**src/design/tkps_pkg.sv**
```systemverilog
// Package: shared types and constants for the top-k probability select unit.
package tkps_pkg;

  localparam int MAX_TOP    = 5;
  localparam int PROB_W     = 17;
  localparam int POS_W      = 18;
  localparam int SUM_W      = 24;
  localparam int TOPC_W     = 3;
  localparam int PADDR_W    = 3;

  localparam logic [PROB_W-1:0] PROB_ONE  = 17'd65536;
  localparam logic [SUM_W-1:0]  SUM_MAX   = 24'hFFFFFF;
  localparam logic [SUM_W-1:0]  SUM_TWO   = 24'd131072;
  localparam logic [POS_W-1:0]  POS_MAX   = 18'h3FFFF;
  localparam logic [TOPC_W-1:0] TOPC_MAX  = 3'd5;
  localparam logic [TOPC_W-1:0] TOPC_RST  = 3'd5;

  // register index, taken from paddr[2]
  localparam logic REG_TOP_COUNT = 1'b0;

  typedef struct packed {
    logic              valid;
    logic [POS_W-1:0]  pos;
    logic [PROB_W-1:0] prob;
  } slot_t;

  // list update result handed to the output buffer
  typedef struct packed {
    logic emit;
    logic done;
  } list_stat_t;

endpackage

```
**src/design/top_k_probability_select_unit.sv**
```systemverilog
// Top level: top-k probability select unit with APB config and result buffer.
//
//  channel | direction | beat contents
//  --------+-----------+---------------------------------------------------
//  in_     | input     | prob_value (Q1.16), last_in_distribution
//  out_    | output    | rank, token_position, kept_prob, slot_filled,
//          |           | last_result
//  apb     | config    | top_count at byte address 0
//
// Each input beat is folded into the ranked list in the cycle it is accepted
// (one comparator per slot, one saturating add), so in_ready stays high
// every cycle while no list is waiting. An emitted list of k entries is
// captured in a snapshot buffer and drained one beat per ready cycle;
// the next emitting beat may enter on the cycle the final entry leaves, and
// beats after an early stop pass at full rate even while the buffer drains.
// Reset is synchronous: empty list, sums and counts zero, top_count 5.
module top_k_probability_select_unit import tkps_pkg::*; (
  input  logic               clk,
  input  logic               rst_n,
  // input beats
  input  logic               in_valid,
  output logic               in_ready,
  input  logic [PROB_W-1:0]  in_prob_value,
  input  logic               in_last_in_distribution,
  // result beats
  output logic               out_valid,
  input  logic               out_ready,
  output logic [2:0]         out_rank,
  output logic [POS_W-1:0]   out_token_position,
  output logic [PROB_W-1:0]  out_kept_prob,
  output logic               out_slot_filled,
  output logic               out_last_result,
  // config
  input  logic               psel,
  input  logic               penable,
  input  logic               pwrite,
  input  logic [PADDR_W-1:0] paddr,
  input  logic [31:0]        pwdata,
  output logic [31:0]        prdata,
  output logic               pready
);

  logic [TOPC_W-1:0] top_count_r;
  logic [TOPC_W-1:0] k_eff;
  logic              cfg_wr;

  logic              in_fire, out_fire, last_beat;
  list_stat_t        stat;
  slot_t             snap   [MAX_TOP];
  slot_t             snap_r [MAX_TOP];
  logic              busy_r, busy_nxt;
  logic [2:0]        idx_r, idx_nxt;
  logic [TOPC_W-1:0] k_r, k_nxt;
  slot_t             cur;

  // ---- config register ----
  assign pready = 1'b1;
  assign cfg_wr = psel && penable && pwrite && pready;
  assign prdata = (paddr[2] == REG_TOP_COUNT) ? {29'd0, top_count_r} : 32'd0;

  always_ff @(posedge clk) begin
    if (!rst_n) begin
      top_count_r <= TOPC_RST;
    end else if (cfg_wr && paddr[2] == REG_TOP_COUNT) begin
      top_count_r <= pwdata[TOPC_W-1:0];
    end
  end

  // values above five clamp to five
  assign k_eff = (top_count_r > TOPC_MAX) ? TOPC_MAX : top_count_r;

  // ---- handshake ----
  assign last_beat = (idx_r == k_r - 3'd1);
  assign out_fire  = out_valid && out_ready;
  // after an early stop no beat can emit, so those beats pass at full rate
  assign in_ready  = !busy_r || stat.done || (out_ready && last_beat);
  assign in_fire   = in_valid && in_ready;

  tkps_list u_list (
    .clk     (clk),
    .rst_n   (rst_n),
    .accept  (in_fire),
    .prob_in (in_prob_value),
    .last_in (in_last_in_distribution),
    .k_eff   (k_eff),
    .stat    (stat),
    .snap    (snap)
  );

  // ---- snapshot buffer and drain counter ----
  always_comb begin
    busy_nxt = busy_r;
    idx_nxt  = idx_r;
    k_nxt    = k_r;
    if (out_fire) begin
      if (last_beat) begin
        busy_nxt = 1'b0;
      end else begin
        idx_nxt = idx_r + 3'd1;
      end
    end
    if (stat.emit) begin
      busy_nxt = 1'b1;
      idx_nxt  = '0;
      k_nxt    = k_eff;
    end
  end

  always_ff @(posedge clk) begin
    if (!rst_n) begin
      busy_r <= 1'b0;
      idx_r  <= '0;
      k_r    <= '0;
    end else begin
      busy_r <= busy_nxt;
      idx_r  <= idx_nxt;
      k_r    <= k_nxt;
    end
  end

  always_ff @(posedge clk) begin
    if (stat.emit) begin
      snap_r <= snap;
    end
  end

  // ---- result fields ----
  assign cur                = snap_r[idx_r];
  assign out_valid          = busy_r;
  assign out_rank           = idx_r;
  assign out_token_position = cur.valid ? cur.pos : '0;
  assign out_kept_prob      = cur.valid ? cur.prob : '0;
  assign out_slot_filled    = cur.valid;
  assign out_last_result    = last_beat;

`ifndef SYNTHESIS
  // a new list never lands on one that is still draining
  a_no_overrun: assert property (@(posedge clk) disable iff (!rst_n)
    stat.emit |-> (!busy_r || (out_ready && last_beat)))
    else $error("list emitted over an undrained buffer");

  // rank stays below the captured count
  a_rank_range: assert property (@(posedge clk) disable iff (!rst_n)
    busy_r |-> (idx_r < k_r))
    else $error("rank beyond captured list length");

  // the last beat of a distribution always rearms the list
  a_last_clears: assert property (@(posedge clk) disable iff (!rst_n)
    (in_fire && in_last_in_distribution) |=> !stat.done)
    else $error("early-stop flag survived end of distribution");
`endif

endmodule

```
**src/design/tkps_list.sv**
```systemverilog
// Ranked slot list: insertion, running sum, position count and early-stop test.
module tkps_list import tkps_pkg::*; (
  input  logic              clk,
  input  logic              rst_n,
  input  logic              accept,
  input  logic [PROB_W-1:0] prob_in,
  input  logic              last_in,
  input  logic [TOPC_W-1:0] k_eff,
  output list_stat_t        stat,
  output slot_t             snap [MAX_TOP]
);

  slot_t             slots_r   [MAX_TOP];
  slot_t             slots_nxt [MAX_TOP];
  slot_t             ins_slots [MAX_TOP];
  logic [POS_W-1:0]  pos_cnt_r, pos_cnt_nxt;
  logic [SUM_W-1:0]  sum_r, sum_nxt, sum_upd;
  logic              fe_r, fe_nxt;

  logic [PROB_W-1:0] v;
  logic [MAX_TOP-1:0] hit, no_hit_ahead;
  logic [SUM_W:0]    sum_add;
  logic [SUM_W:0]    tail_add;
  logic [TOPC_W-1:0] tail_idx;
  slot_t             tail;
  slot_t             new_slot;
  logic              stop;

  always_comb begin
    v = (prob_in > PROB_ONE) ? PROB_ONE : prob_in;
    new_slot.valid = 1'b1;
    new_slot.pos   = pos_cnt_r;
    new_slot.prob  = v;

    // first slot that is empty or smaller takes the value; a tie stays ahead
    for (int i = 0; i < MAX_TOP; i++) begin
      hit[i] = !slots_r[i].valid || (v > slots_r[i].prob);
    end
    no_hit_ahead[0] = 1'b1;
    for (int i = 1; i < MAX_TOP; i++) begin
      no_hit_ahead[i] = no_hit_ahead[i-1] & ~hit[i-1];
    end
    ins_slots[0] = hit[0] ? new_slot : slots_r[0];
    for (int i = 1; i < MAX_TOP; i++) begin
      if (hit[i] && no_hit_ahead[i]) begin
        ins_slots[i] = new_slot;
      end else if (no_hit_ahead[i]) begin
        ins_slots[i] = slots_r[i];
      end else begin
        ins_slots[i] = slots_r[i-1];
      end
    end

    sum_add = {1'b0, sum_r} + (SUM_W+1)'(v);
    sum_upd = sum_add[SUM_W] ? SUM_MAX : sum_add[SUM_W-1:0];

    tail_idx = (k_eff == '0) ? '0 : k_eff - 3'd1;
    tail     = ins_slots[tail_idx];
    tail_add = {1'b0, sum_upd} + (SUM_W+1)'(tail.prob);
    if (k_eff == '0) begin
      stop = 1'b0;
    end else if (tail.valid) begin
      stop = tail_add >= (SUM_W+1)'(PROB_ONE);
    end else begin
      stop = sum_upd >= SUM_TWO;
    end

    stat.emit = accept && !fe_r && (k_eff != '0) && (stop || last_in);
    stat.done = fe_r;
    snap      = ins_slots;

    slots_nxt   = slots_r;
    sum_nxt     = sum_r;
    pos_cnt_nxt = pos_cnt_r;
    fe_nxt      = fe_r;
    if (accept) begin
      if (last_in) begin
        for (int i = 0; i < MAX_TOP; i++) begin
          slots_nxt[i] = '0;
        end
        sum_nxt     = '0;
        pos_cnt_nxt = '0;
        fe_nxt      = 1'b0;
      end else if (!fe_r) begin
        slots_nxt   = ins_slots;
        sum_nxt     = sum_upd;
        pos_cnt_nxt = (pos_cnt_r == POS_MAX) ? pos_cnt_r : pos_cnt_r + 18'd1;
        fe_nxt      = stop;
      end
    end
  end

  always_ff @(posedge clk) begin
    if (!rst_n) begin
      for (int i = 0; i < MAX_TOP; i++) begin
        slots_r[i] <= '0;
      end
      sum_r     <= '0;
      pos_cnt_r <= '0;
      fe_r      <= 1'b0;
    end else begin
      slots_r   <= slots_nxt;
      sum_r     <= sum_nxt;
      pos_cnt_r <= pos_cnt_nxt;
      fe_r      <= fe_nxt;
    end
  end

endmodule
```
**config.mk**
```make
export PLATFORM = sky130hd
export DESIGN_NAME = top_k_probability_select_unit
export DESIGN_NICKNAME = d
export VERILOG_FILES = /design/src/design/tkps_pkg.sv /design/src/design/top_k_probability_select_unit.sv /design/src/design/tkps_list.sv
export SDC_FILE = /design/constraint.sdc
export NUM_CORES = 1
export LEC_CHECK = 0
export BUFFER_PORTS_ARGS = -buffer_cell sky130_fd_sc_hd__buf_2
export CORE_ASPECT_RATIO = 0.9
export CORE_UTILIZATION = 40
export CTS_CLUSTER_DIAMETER = 80
export DETAILED_ROUTE_END_ITERATION = 7
export GPL_TIMING_DRIVEN = 0
export HOLD_SLACK_MARGIN = 0.02
export PLACE_DENSITY = 0.68
export SLEW_MARGIN = 10
export SYNTH_ARGS = -nofsm -noshare
export SYNTH_HDL_FRONTEND = slang
export SYNTH_SLANG_ARGS = --single-unit
```
**constraint.sdc**
```tcl
create_clock -name clk -period 18.85 [get_ports clk]
set_input_delay 1.885 -clock clk [delete_from_list [all_inputs] [get_ports clk]]
set_output_delay 1.885 -clock clk [all_outputs]
set_load 0.005 [all_outputs]
```
==> results of run 1 <==
-- registers in the layout, indices dropped and copies added, names as in the netlist --
signal / flops
u_list.sum_r: 24
u_list.fe_r: 1
snap_r: 180
u_list.slots_r: 180
out_rank: 3
top_count_r: 3
out_valid: 1
k_r: 3
u_list.pos_cnt_r: 18
-- stage by stage --
step / hold slack (ns) / cell area, um^2 / setup slack (ns) / power [uW] / instances
global route: 0.482 / 26700 / 5.83 / 2180 / 3438
CTS: 0.466 / 26700 / 6.70 / 2120 / 3438
global placement: 0.446 / 25100 / 5.96 / 1220 / 3348
detailed placement: 0.454 / 25200 / 6.05 / 1230 / 3353
finish: 0.470 / 26700 / 6.18 / 2120 / 3439
floorplan: 0.435 / 23800 / 9.97 / 1140 / 2502
-- cell usage after synthesis (all sizes together) (20+ instances only) --
cell    number
a211oi      27
a21o        46
a21oi      182
a22o        34
a22oi      196
buf         53
clkbuf     159
dfxtp      233
edfxtp     180
ha         116
inv        120
mux2        37
mux2i      114
mux4        36
nand2      133
nand3       22
nand4       20
nor2       246
nor2b      184
nor3        20
nor4        23
o21ai       93
xnor2       25
xor2        22
-- layout make-up --
class	instances	share of cell area
diodes	1	0.0000936
multi-input cells	1756	0.463
clock inverters	26	0.0102
repair buffers	77	0.0165
inverters	121	0.0170
clock buffers	59	0.0453
flip-flops and latches	413	0.377
plain buffers	212	0.0350
well taps	774	0.0362
-- layer usage --
| layer | GRT usage | vias up |
|---|---|---|
| met5 | 0 | - |
| met4 | 0.0819 | 0 |
| met3 | 0.0488 | 174 |
| met2 | 0.406 | 1242 |
| met1 | 0.373 | 10100 |
| li1 | - | 9288 |
-- final timing paths --
kind | endpoint | slack (ns) | cells after the start
max | snap_r[149] | 6.18 | 33
min reg2reg | k_r[2] | 0.47 | 2
max reg2reg | snap_r[149] | 9.52 | 28
min | k_r[2] | 0.47 | 2
-- critical path: cells and delay by family --
kind / cells / cell delay [ns]
compound gates: 14 / 3.80
fa+ha+maj: 2 / 0.47
buf+inv: 8 / 3.24
simple gates: 9 / 3.37
-- cells by family after synthesis --
kind of cell             Yosys count  synth area share
AO/OA/AOI/OAI                    673             0.189
AND/OR/NAND/NOR                  696             0.144
adder cells (fa/ha/maj)          121            0.0643
multiplexers                     187            0.0999
XOR/XNOR                          48            0.0184
other                              2          0.000317
buffers and inverters            333            0.0584
flip-flops                       413             0.425
-- power by group through the flow --
stage	combinational (uW)	sequential (uW)	clock (uW)
floorplan	151	986	0
global placement	227	990	0
detailed placement	235	990	0
CTS	236	971	912
global route	260	973	945
finish	242	971	909
==> results.json, run 1 <==
{
  "run_status": "finished clean",
  "hpwl_um": 60600,
  "core.rowCount": 84,
  "critPathKind": "input pin to register",
  "startpoint_type": "input pin",
  "internal-power_uw": 1560,
  "wl_met1_um": 35000,
  "max_clock_freq_ghz": 0.0789,
  "cts_tree": "yes",
  "yosysTopAreaCell": "edfxtp_1",
  "place.gp.congestion": 1.01,
  "rsz0062_at_grt": "no",
  "final_common_cell": "nor2_1",
  "finalCriticalPeriod_ns": 12.67,
  "num-nets-final": 2805,
  "synth_top_area_share": 0.228,
  "route.met2.wl_um": 35300,
  "relSlewSlack": 0.128,
  "fin_worst_skew_ns": 0.0232,
  "powerDensity_nw_per_um2": 79.4,
  "final_core_util": 0.457,
  "grt_usage": 0.264,
  "min_from": "k_r[2]",
  "tns_ns": 0,
  "max_stage_delay_ns": 0.91,
  "critPathCaptureType": "register",
  "netlist_top_cells_area": "edfxtp_1, dfxtp_1, a22oi_1",
  "seqPwrFrac": 0.458,
  "worstPathRequired_ns": 19.11,
  "vias_per_cell": 6.05,
  "swShare": 0.267,
  "dieArea_um2": 60200,
  "min_path_type": "register to register",
  "hold_buffers": 0,
  "ir_drop_mv": 0.0602,
  "synthesis.instances": 2473,
  "synth_area_um2": 23700,
  "multi_input_comb_area_um2": 12400,
  "ys_ff_latch": 413,
  "coreArea_um2": 58400,
  "clockPowerShare": 0.428,
  "cts_resized": 0,
  "cts_buffers": 46,
  "drtIter0Drc": 2572,
  "ioPinCount": 135,
  "ys_warn_count": 0,
  "synthFlopType": "dfxtp_1",
  "drive_gt1_frac": 0.104,
  "ys_seq_area_frac": 0.425,
  "grt_pass1_vias": 19800,
  "worstSkewPairLatency_ns": 0.61,
  "top_layer": "met4",
  "root_buffer": "clkbuf_16",
  "async_flop_share": 0,
  "grt_overflow": 0,
  "syn_avg_cell_area_um2": 9.58,
  "worstSetupStartpoint": "in_prob_value[11]",
  "clkTransAtPathRegs_ns": 0.06,
  "cts_max_level": 2,
  "start_util": 0.406,
  "port-buffer-count": 72,
  "wl_per_cell_um": 23.5,
  "seqCellArea_um2": 10100,
  "synth_edf_count": 180,
  "die_y_um": 233,
  "drv_cap": 0,
  "report.final.slew_viol_count": 0,
  "setup_viol": 0,
  "cts_buffer_depth": 3,
  "route.met3.wl_um": 8240,
  "tightest_slew_ns": 1.31,
  "power_switching_uw": 567,
  "antenna_found_initial": 1,
  "crit_fanout": 67,
  "ant_nets": 0,
  "area_growth_pct": 12.8,
  "postCtsSetupBuffers": 0,
  "grt_max_degree": 68,
  "cts.sinks": 413,
  "drc": 0,
  "num_vias": 20800,
  "critPathSlowestCell": "nor4_1",
  "die_w_um": 259,
  "n_fill_cell": 5548,
  "period_share": 0.672,
  "hold_viol": 0,
  "p_comb_frac": 0.114,
  "dr.pass1.iters": 8,
  "grt_pass1_wl_um": 121000,
  "synth_cell_type_count": 78,
  "p_leak_uw": 0.00996,
  "crit_arrival_ns": 12.93,
  "reg2reg_from": "u_list.slots_r[123]",
  "final_cell_mix": "nor2_1, dfxtp_1, a22oi_1, nor2b_1, a21oi_1",
  "routed_wl_um": 80900
}
No activity file was read; power rests on OpenSTA's default activity.
==> run 2: changes to the inputs <==
ABC_AREA = 1   (was not set)
clock period = 13.1 ns   (was 18.85 ns; I/O delays follow)
==> results.json, run 2 <==
{
  "run_status": "finished clean",
  "critPathSlowestCell": "nor4_1",
  "synthesis.instances": 3340,
  "grt_overflow": 0,
  "startpoint_type": "input pin",
  "dr.pass1.iters": 6,
  "clkTransAtPathRegs_ns": 0.06,
  "vias_per_cell": 5.44,
  "num_vias": 23500,
  "drtIter0Drc": 3077,
  "die_y_um": 236,
  "powerDensity_nw_per_um2": 118,
  "p_leak_uw": 0.0116,
  "fin_ws_ns": 2.85,
  "tns_ns": 0,
  "max_clock_freq_ghz": 0.0976,
  "syn_avg_cell_area_um2": 7.26,
  "min_path_type": "register to register",
  "synthFlopType": "dfxtp_1",
  "ys_ff_latch": 413,
  "synth_area_um2": 24300,
  "async_flop_share": 0,
  "grt_pass1_wl_um": 129000,
  "ir_drop_mv": 0.0960,
  "synth_edf_count": 180,
  "reg_top3": "snap_r (180), u_list.slots_r (180), u_list.sum_r (24)",
  "area_growth_pct": 12.9,
  "crit_arrival_ns": 10.48,
  "final_cell_mix": "nand2_1, inv_1, a21oi_1, dfxtp_1, nor2_1",
  "drv_cap": 0,
  "r2r_setup_slack_ns": 5.31,
  "hold_buffers": 0,
  "port-buffer-count": 72,
  "worstSkewPairLatency_ns": 0.61,
  "root_buffer": "clkbuf_16",
  "drive_gt1_frac": 0.0767,
  "cp_top_family": "simple AND/OR/NAND/NOR gates",
  "place.gp.congestion": 0.992,
  "cts_resized": 0,
  "yosysTopAreaCell": "edfxtp_1",
  "post-place-ws_ns": 2.39,
  "synth_common_cells": "nand2_1, inv_1, a21oi_1",
  "grt_pass1_vias": 21200,
  "hpwl_um": 67700,
  "hold_viol": 0,
  "dieArea_um2": 61600,
  "synth_top_area_share": 0.223,
  "tightest_slew_ns": 1.06,
  "postCtsSetupBuffers": 0,
  "die_w_um": 262,
  "crit_top_cell": "nand2_1",
  "routed_wl_um": 86300,
  "period_share": 0.782,
  "wl_per_cell_um": 20.0,
  "critPathCaptureType": "register",
  "num-nets-final": 3670,
  "final_common_cell": "nand2_1",
  "coreArea_um2": 59900,
  "antenna_found_initial": 1,
  "ys_warn_count": 0,
  "ioPinCount": 135,
  "hold_slack_ns": 0.465,
  "ys_seq_area_frac": 0.415,
  "netlist_top_cells_area": "edfxtp_1, dfxtp_1, nand2_1",
  "setup_viol": 0,
  "synthMostInstantiatedCell": "nand2_1",
  "cts_max_level": 2,
  "drc": 0,
  "ant_nets": 0,
  "worstPathRequired_ns": 13.33,
  "relSlewSlack": 0.289,
  "cts.sinks": 413,
  "max_stage_delay_ns": 0.61,
  "grt_usage": 0.277,
  "rsz0062_at_grt": "no",
  "grt_max_degree": 99,
  "crit_fanout": 98,
  "core.rowCount": 85,
  "critPathKind": "input pin to register",
  "num_antenna_cells": 0,
  "synth_cell_type_count": 57,
  "cp_num_buf_inv": 7,
  "fin_worst_skew_ns": 0.0251,
  "cts_buffers": 48,
  "report.final.slew_viol_count": 0,
  "finalCriticalPeriod_ns": 10.25,
  "cts_tree": "yes",
  "start_util": 0.405,
  "cts_buffer_depth": 3
}
run 2: cell count changes in the layout (fill, tap and decap cells not counted), sizes merged, moves of 108 or more:
| cell | before | now |
|---|---|---|
| mux2i | 114 | 0 |
| nand2 | 133 | 1044 |
| nand3 | 22 | 130 |
| a22oi | 196 | 15 |
| inv | 122 | 374 |
| a21oi | 182 | 303 |
| nor2b | 184 | 0 |
run 2: power breakdown:
| part | leakage (uW) | switching [uW] | total (uW) | internal [uW] |
|---|---|---|---|---|
| Clock | 0.000797 | 594 | 1420 | 823 |
| Sequential | 0.00362 | 20.5 | 1420 | 1400 |
| Combinational | 0.00718 | 296 | 406 | 110 |
run 2: path summary, 6_finish.rpt:
kind	startpoint	end	cells after the start
setup / recovery	in_prob_value[3]	snap_r[154]	45
hold / removal	u_list.slots_r[9]	u_list.slots_r[9]	2
setup reg to reg	u_list.slots_r[160]	snap_r[154]	37
hold reg to reg	u_list.slots_r[9]	u_list.slots_r[9]	2
run 2: logic make-up after synthesis:
| logic type | synth area share |
|---|---|
| AOI/OAI and AO/OA | 0.149 |
| xor gates and xnor gates | 0.00433 |
| other | 0.000310 |
| buffers and inverters | 0.0962 |
| DFF | 0.415 |
| and+or+nand+nor | 0.273 |
| adders and majority gates | 0.0615 |
run 2: stage by stage:
stage | cell area (um^2) | power [uW] | instances | util
3_5_place_dp | 25700 | 1840 | 4225 | 0.430
4_1_cts | 27400 | 3240 | 4315 | 0.457
6_report | 27400 | 3240 | 4315 | 0.457
5_1_grt | 27400 | 3340 | 4315 | 0.457
3_3_place_gp | 25700 | 1840 | 4224 | 0.429
2_1_floorplan | 24400 | 1680 | 3369 | -
run 2: worst min-delay path: stages, from the launching register on:
cell	delay, ns
dfxtp_1	0.31
nand2_1	0.06
a21oi_1	0.05
run 2: cell type report:
cell class,count,area (um^2)
Timing Repair Buffer,73,388
Sequential cell,413,10100
Buffer,203,925
Multi-Input combinational cell,2378,12000
Clock inverter,26,329
Inverter,375,1420
Tap cell,783,980
Fill cell,6056,32500
Clock buffer,64,1300
run 2: per-layer routing:
| metal | vias up | global-route usage | share of wire |
|---|---|---|---|
| met2 | 1341 | 0.390 | 0.40 |
| li1 | 11300 | - | - |
| met1 | 10700 | 0.416 | 0.44 |
| met5 | - | 0 | 0.00015 |
| met4 | 2 | 0.0916 | 0.029 |
| met3 | 145 | 0.0564 | 0.12 |
